File: config.mk
export PLATFORM = sky130hd
export DESIGN_NAME = dedup_command_queue
export DESIGN_NICKNAME = d
export VERILOG_FILES = /design/src/rtl/core/dcq_pkg.sv /design/src/rtl/core/dcq_ram.sv /design/src/rtl/core/dcq_seq.sv /design/src/rtl/core/dedup_command_queue.sv
export SDC_FILE = /design/constraint.sdc
export NUM_CORES = 2
export LEC_CHECK = 0
export BUFFER_PORTS_ARGS = -buffer_cell sky130_fd_sc_hd__clkbuf_2
export CORE_UTILIZATION = 50
export DETAILED_ROUTE_END_ITERATION = 8
export PLACE_DENSITY = 0.64
export SETUP_SLACK_MARGIN = 0.4
export SLEW_MARGIN = 10
export SYNTH_ARGS = -nofsm -noshare
export SYNTH_HDL_FRONTEND = slang
export SYNTH_SLANG_ARGS = --single-unit
File: constraint.sdc
create_clock -name clk -period 14.5 [get_ports clk]
set_input_delay 0.725 -clock clk [delete_from_list [all_inputs] [get_ports clk]]
set_output_delay 0.725 -clock clk [all_outputs]
set_load 0.1 [all_outputs]
File: src/rtl/core/dcq_pkg.sv
`default_nettype none

package dcq_pkg;

	localparam int unsigned QUEUE_DEPTH_DEF = 16;
	localparam int unsigned DATA_W = 32;

	typedef enum logic [1:0] {
		OP_PUSH        = 2'd0,
		OP_PUSH_UNIQUE = 2'd1,
		OP_DRAIN       = 2'd2,
		OP_EMPTY       = 2'd3
	} op_t;

	typedef enum logic [1:0] {
		S_IDLE,
		S_SCAN,
		S_DRAIN,
		S_RESP
	} state_t;

	typedef struct packed {
		logic [DATA_W-1:0] cmd;
		logic [DATA_W-1:0] arg0;
		logic [DATA_W-1:0] arg1;
		logic [DATA_W-1:0] pay;
	} entry_t;

	typedef struct packed {
		logic accepted;
		logic entry_valid;
		logic last;
	} rsp_ctl_t;

endpackage

`default_nettype wire

File: src/rtl/core/dcq_ram.sv
`default_nettype none

module dcq_ram #(
	parameter int unsigned WIDTH = 32,
	parameter int unsigned DEPTH = 16,
	localparam int unsigned AW = (DEPTH > 1) ? $clog2(DEPTH) : 1
) (
	input  wire logic             clk,
	input  wire logic             we,
	input  wire logic [AW-1:0]    waddr,
	input  wire logic [WIDTH-1:0] wdata,
	input  wire logic             re,
	input  wire logic [AW-1:0]    raddr,
	output logic      [WIDTH-1:0] rdata
);

	logic [WIDTH-1:0] mem [DEPTH];

	always_ff @(posedge clk) begin
		if (we) begin
			mem[waddr] <= wdata;
		end
		if (re) begin
			rdata <= mem[raddr];
		end
	end

endmodule

`default_nettype wire

File: src/rtl/core/dcq_seq.sv
`default_nettype none

module dcq_seq #(
	parameter int unsigned QUEUE_DEPTH = dcq_pkg::QUEUE_DEPTH_DEF,
	localparam int unsigned IW = (QUEUE_DEPTH > 1) ? $clog2(QUEUE_DEPTH) : 1,
	localparam int unsigned CW = $clog2(QUEUE_DEPTH + 1)
) (
	input  wire logic              clk,
	input  wire logic              arst_n,
	input  wire logic              req_valid,
	output logic                   req_ready,
	input  wire logic [1:0]        opcode,
	input  wire dcq_pkg::entry_t   req_entry,
	input  wire logic              out_free,
	output logic                   rsp_load,
	output dcq_pkg::rsp_ctl_t      rsp_ctl,
	output logic                   ram_we,
	output logic [IW-1:0]          ram_waddr,
	output dcq_pkg::entry_t        ram_wdata,
	output logic                   ram_re,
	output logic [IW-1:0]          ram_raddr,
	input  wire dcq_pkg::entry_t   ram_rdata
);

	import dcq_pkg::*;

	state_t        state_q, state_d;
	logic [CW-1:0] cnt_q, cnt_d;
	logic [CW-1:0] rd_q, rd_d;
	logic [CW-1:0] rd_next;
	logic          pend_q, pend_d;
	logic          acc_q, acc_d;
	entry_t        entry_q;
	op_t           op;
	logic          full;
	logic          match;

	assign op      = op_t'(opcode);
	assign full    = (cnt_q == CW'(QUEUE_DEPTH));
	assign rd_next = rd_q + CW'(1);
	assign match   = (ram_rdata.cmd == entry_q.cmd) && (ram_rdata.arg0 == entry_q.arg0) &&
		(ram_rdata.arg1 == entry_q.arg1);

	always_ff @(posedge clk or negedge arst_n) begin
		if (!arst_n) begin
			state_q <= S_IDLE;
			cnt_q   <= '0;
			rd_q    <= '0;
			pend_q  <= 1'b0;
			acc_q   <= 1'b0;
		end else begin
			state_q <= state_d;
			cnt_q   <= cnt_d;
			rd_q    <= rd_d;
			pend_q  <= pend_d;
			acc_q   <= acc_d;
		end
	end

	always_ff @(posedge clk) begin
		if (req_valid && req_ready) begin
			entry_q <= req_entry;
		end
	end

	always_comb begin
		state_d   = state_q;
		cnt_d     = cnt_q;
		rd_d      = rd_q;
		pend_d    = 1'b0;
		acc_d     = acc_q;
		req_ready = (state_q == S_IDLE);
		ram_we    = 1'b0;
		ram_waddr = cnt_q[IW-1:0];
		ram_wdata = req_entry;
		ram_re    = 1'b0;
		ram_raddr = rd_q[IW-1:0];
		rsp_load  = 1'b0;
		rsp_ctl   = '0;
		case (state_q)
			S_IDLE: begin
				if (req_valid) begin
					case (op)
						OP_PUSH, OP_PUSH_UNIQUE: begin
							if (full) begin
								acc_d   = 1'b0;
								state_d = S_RESP;
							end else if (op == OP_PUSH_UNIQUE && cnt_q != '0) begin
								rd_d    = '0;
								state_d = S_SCAN;
							end else begin
								ram_we  = 1'b1;
								cnt_d   = cnt_q + CW'(1);
								acc_d   = 1'b1;
								state_d = S_RESP;
							end
						end
						OP_DRAIN: begin
							if (cnt_q == '0) begin
								acc_d   = 1'b0;
								state_d = S_RESP;
							end else begin
								ram_re    = 1'b1;
								ram_raddr = '0;
								rd_d      = '0;
								state_d   = S_DRAIN;
							end
						end
						default: begin
							cnt_d   = '0;
							acc_d   = 1'b0;
							state_d = S_RESP;
						end
					endcase
				end
			end
			S_SCAN: begin
				if (pend_q && match) begin
					acc_d   = 1'b0;
					state_d = S_RESP;
				end else if (rd_q == cnt_q) begin
					ram_we    = 1'b1;
					ram_wdata = entry_q;
					cnt_d     = cnt_q + CW'(1);
					acc_d     = 1'b1;
					state_d   = S_RESP;
				end else begin
					ram_re = 1'b1;
					rd_d   = rd_next;
					pend_d = 1'b1;
				end
			end
			S_DRAIN: begin
				if (out_free) begin
					rsp_load            = 1'b1;
					rsp_ctl.entry_valid = 1'b1;
					rsp_ctl.last        = (rd_next == cnt_q);
					if (rd_next == cnt_q) begin
						cnt_d   = '0;
						state_d = S_IDLE;
					end else begin
						ram_re    = 1'b1;
						ram_raddr = rd_next[IW-1:0];
						rd_d      = rd_next;
					end
				end
			end
			S_RESP: begin
				if (out_free) begin
					rsp_load         = 1'b1;
					rsp_ctl.accepted = acc_q;
					rsp_ctl.last     = 1'b1;
					state_d          = S_IDLE;
				end
			end
			default: begin
				state_d = S_IDLE;
			end
		endcase
	end

endmodule

`default_nettype wire

File: src/rtl/core/dedup_command_queue.sv
`default_nettype none

// Command queue of QUEUE_DEPTH entries with duplicate suppression. Each request carries an
// opcode: push, push only if no stored entry has the same command code and both arguments,
// drain, or empty. A push, an empty and a drain of an empty queue give one response with
// last set; a drain gives one response per stored entry, oldest first, with last on the final
// one, and then clears the queue. Entries live in a single-port-write, single-port-read RAM
// with a registered read, and all searching goes through it one entry per cycle: a plain
// push or empty goes straight to its response, a conditional push first scans the stored
// entries, and a drain reads them out in order, while the request side stays not ready.
// Responses are held in an output register, so a stalled consumer stalls only the
// sequencer.
module dedup_command_queue #(
	parameter int unsigned QUEUE_DEPTH = dcq_pkg::QUEUE_DEPTH_DEF,
	localparam int unsigned IW = (QUEUE_DEPTH > 1) ? $clog2(QUEUE_DEPTH) : 1
) (
	input  wire logic        clk,
	input  wire logic        arst_n,
	input  wire logic        req_valid,
	output logic             req_ready,
	input  wire logic [1:0]  opcode,
	input  wire logic [31:0] command_code,
	input  wire logic [31:0] first_arg,
	input  wire logic [31:0] second_arg,
	input  wire logic [31:0] payload,
	input  wire logic        payload_present,
	output logic             rsp_valid,
	input  wire logic        rsp_ready,
	output logic             accepted,
	output logic             entry_valid,
	output logic [31:0]      out_command,
	output logic [31:0]      out_first_arg,
	output logic [31:0]      out_second_arg,
	output logic [31:0]      out_payload,
	output logic             last
);

	import dcq_pkg::*;

	entry_t   req_entry;
	entry_t   ram_wdata;
	entry_t   ram_rdata;
	logic     ram_we;
	logic     ram_re;
	logic [IW-1:0] ram_waddr;
	logic [IW-1:0] ram_raddr;
	logic     out_free;
	logic     rsp_load;
	rsp_ctl_t rsp_ctl;
	logic     rsp_valid_q;
	rsp_ctl_t ctl_q;
	entry_t   data_q;

	assign req_entry.cmd  = command_code;
	assign req_entry.arg0 = first_arg;
	assign req_entry.arg1 = second_arg;
	assign req_entry.pay  = payload_present ? payload : '0;

	assign out_free = !rsp_valid_q || rsp_ready;

	dcq_seq #(
		.QUEUE_DEPTH(QUEUE_DEPTH)
	) u_seq (
		.clk       (clk),
		.arst_n    (arst_n),
		.req_valid (req_valid),
		.req_ready (req_ready),
		.opcode    (opcode),
		.req_entry (req_entry),
		.out_free  (out_free),
		.rsp_load  (rsp_load),
		.rsp_ctl   (rsp_ctl),
		.ram_we    (ram_we),
		.ram_waddr (ram_waddr),
		.ram_wdata (ram_wdata),
		.ram_re    (ram_re),
		.ram_raddr (ram_raddr),
		.ram_rdata (ram_rdata)
	);

	dcq_ram #(
		.WIDTH($bits(entry_t)),
		.DEPTH(QUEUE_DEPTH)
	) u_ram (
		.clk   (clk),
		.we    (ram_we),
		.waddr (ram_waddr),
		.wdata (ram_wdata),
		.re    (ram_re),
		.raddr (ram_raddr),
		.rdata (ram_rdata)
	);

	always_ff @(posedge clk or negedge arst_n) begin
		if (!arst_n) begin
			rsp_valid_q <= 1'b0;
		end else if (rsp_load) begin
			rsp_valid_q <= 1'b1;
		end else if (rsp_ready) begin
			rsp_valid_q <= 1'b0;
		end
	end

	always_ff @(posedge clk) begin
		if (rsp_load) begin
			ctl_q  <= rsp_ctl;
			data_q <= rsp_ctl.entry_valid ? ram_rdata : '0;
		end
	end

	assign rsp_valid      = rsp_valid_q;
	assign accepted       = ctl_q.accepted;
	assign entry_valid    = ctl_q.entry_valid;
	assign last           = ctl_q.last;
	assign out_command    = data_q.cmd;
	assign out_first_arg  = data_q.arg0;
	assign out_second_arg = data_q.arg1;
	assign out_payload    = data_q.pay;

endmodule

`default_nettype wire

==> qor.yml <==
ys_types: 59
crit_path_end_kind: "register"
rsz0062_at_grt: "no"
cts_root_buffer: "clkbuf_16"
start_util_pct: 50.5
outcome: "complete, no violations"
switching_share_pct: 40.4
dp_hpwl_um: 139000
ys_ff_latch: 2450
path_clk_slew_ns: 0.06
skew_ns: 0.0567
pre_cts_slack_ns: 7.52
antenna_found_initial: 12
clock_path_buffers: 3
netlist_area_um2: 96500
grt.overflow.total: 0
htreeDepth: 4
tns_ns: 0
hp-class: "in2reg"
slew_violations: 0
layoutNonFillerInstCount: 9729
synth_nets: 6968
worstHoldStart: "command_code[4]"
synth_fa_ha_area_share_pct: 0.130
yosysTopAreaCell: "edfxtp_1"
grt_usage_pct: 27.9
startpoint: "rsp_valid"
vias: 59333
syn_area_per_cell_um2: 14.1
max_slew.worst_pin.slew_ns: 1.23
post_cts_resize_count: 0
worstSetupPathType: "reg2reg"
cts_inserted_buffers: 235
synth_top_flop_cell: "edfxtp_1"
routed_via_density: 6.10
peakVddDrop_uv: 282
period_minus_slack_ns: 6.60
synth_top_family_by_area: "simple AND/OR/NAND/NOR gates"
final_antenna_net_count: 0
firstDrtPassIters: 6
finish.net_count: 7151
period_share_pct: 45.5
cellPowerDensity_nw_per_um2: 225
synth_compound_area_share_pct: 4.36
max_freq_mhz: 152
p_sw_uw: 9830
num_rows: 160
die_area_um2: 195000
final_common_cell: "edfxtp_1"
syn2layout_area_growth_pct: 11.8
final_cell_mix: "edfxtp_1 (2435), nand2_1 (1695), nand3_1 (909)"
yosysTopAreaCellShare_pct: 75.8
wl_per_cell_um: 28.2
syn_inst: 6823
insertion_delay_ns: 0.89
drt-initial-drc-count: 7834
slew_headroom_pct: 17.8
drc: 0
leakage_uw: 0.0375
synth_enable_flop_cells: 2435
drive_gt1_share_pct: 12.6
start_kind: "register"
combPwrFrac_pct: 36.7
cp.arrival_ns: 7.31
portBuffers: 267
timing.final.hold_violations: 0
wl_um: 275000
fin_ws_ns: 7.90
dp_cells: 9259
core_area_um2: 191000
cts_tree: "done"
synth_mux_area_share_pct: 2.56
clock_sinks: 2450
synth-xor-area-share_pct: 0.581
cts_setup_buffers: 0
grt_pass1_vias: 55979
power_frac_seq_pct: 39.0
synthArstFlopShare_pct: 0.612
routabilityCongestion: 0.865
grt_max_degree: 207
maxCapViolations: 0
die_h_um: 441
grt_first_pass_wirelength_um: 392000
fillers: 15025
crit_required_ns: 15.21
die_x_um: 441
ys_top_cells_by_area: "edfxtp_1 (76%), nand2_1 (6.6%), nand3_1 (4.7%), and3_1 (1.6%), mux2_2 (1.5%)"
ioPinCount: 268
finalSetupViolCount: 0
ys_warn_count: 0
intPower_uw: 14500
ys_seq_area_share_pct: 76.2
power.total_uw: 24300
synth-simple-area-share_pct: 14.0
postCtsHoldBufs: 21
cp_max_fo: 92
timing.rr.start: "rsp_valid"
clock_power_share_pct: 24.4
## kinds of logic after synthesis
logic type               after synthesis
AO/OA/AOI/OAI                        555
XOR/XNOR                              64
adder cells (fa/ha/maj)               10
flip-flops                          2450
multiplexers                         222
AND/OR/NAND/NOR                     3041
buffers and inverters                481
## worst paths after layout
kind	to	slack, ns	cells past startpoint
setup / recovery	u_ram.rdata[55]	7.90	11
hold / removal	u_seq.entry_q[100]	0.06	1
setup reg to reg	u_ram.rdata[55]	7.90	11
hold reg to reg	out_payload[2]	0.55	1
max in group asynchronous	rsp_valid	13.62	2
min in group asynchronous	u_seq.cnt_q[1]	0.47	2
## sequential cells by signal, summed over array words and instances, names as in the netlist
name and flops:
out_second_arg 32, out_first_arg 32, out_payload 32, out_command 32, u_seq.cnt_q 5, entry_valid 1, u_seq.acc_q 1, u_seq.pend_q 1
rsp_valid 1, u_seq.rd_q 5, u_seq.state_q 2, accepted 1, u_ram.rdata 128, u_ram.mem 2048, last 1, u_seq.entry_q 128
## layer usage
layer | global-route usage [%] | up-vias | wire [um]
li1 | - | 25909 | -
met1 | 38.4 | 29958 | 109000
met2 | 44.6 | 2989 | 130000
met3 | 3.87 | 473 | 23200
met4 | 11.9 | 4 | 12100
met5 | 0 | - | 27
## cell usage after synthesis (2+ instances only)
cell       instances
a32oi_1          108
xor2_1            48
buf_4              4
mux4_2             7
dfrtp_1           15
o32ai_1            2
nand4_1           17
clkbuf_1         288
buf_2             89
mux2i_1           85
o22ai_1           20
o21ai_0           22
xnor2_1           16
and2_1            35
nor4_1            14
and3_1           245
o221a_2           28
a2111oi_0         11
mux2_2           130
a31oi_1          123
o2111ai_1          6
nand3_1          911
o21a_1            14
a221o_1            2
ha_1              10
or2_2              3
nor2b_1           36
inv_1             39
nand2_1         1697
or4b_2             2
o221ai_1          24
edfxtp_1        2435
nor2_1            44
a221oi_1          13
a21oi_1           41
buf_6             22
nor3_1            13
nand2b_1          16
o31ai_1            3
buf_1             39
or3_1              2
a211oi_1         122
a221oi_2           6
## worst max-delay path: stages, from the launching register on
cell and delay, ns:
dfrtp_1 0.41, nand2b_4 0.49, nand2_1 0.85, or3_1 0.27, and3_4 0.63, buf_4 0.77, buf_4 0.82, buf_4 1.03
mux2i_1 0.21, o221a_2 0.34, o21a_1 0.20, a221oi_2 0.16
## power by group through the flow
stage	logic, uW	clock network (uW)	registers, uW
floorplan	5080	0	10700
global placement	8720	0	9610
detailed placement	8830	0	9610
CTS	8870	5990	9470
global route	9530	6260	9500
finish	8920	5920	9470
## through the flow
step / util, % / hold WS (ns) / instance area [um2]
global route: 56.5 / 0.0332 / 108000
floorplan: - / 0.429 / 96500
CTS: 56.5 / 0.000250 / 108000
detailed placement: 52.5 / 0.538 / 100000
global placement: 52.5 / 0.525 / 100000
finish: 56.5 / 0.0565 / 108000
## cell type report
class / count / area (um2) / share of cell area [%]
Antenna cell: 3 / 7.51 / 0.00696
Multi-Input combinational cell: 3892 / 21200 / 19.6
Tap cell: 2511 / 3140 / 2.91
Inverter: 39 / 154 / 0.143
Clock buffer: 308 / 6250 / 5.79
Clock inverter: 138 / 1190 / 1.10
Timing Repair Buffer: 388 / 2450 / 2.27
Sequential cell: 2450 / 73500 / 68.1
Note: power is estimated with default switching activity, not from simulation.
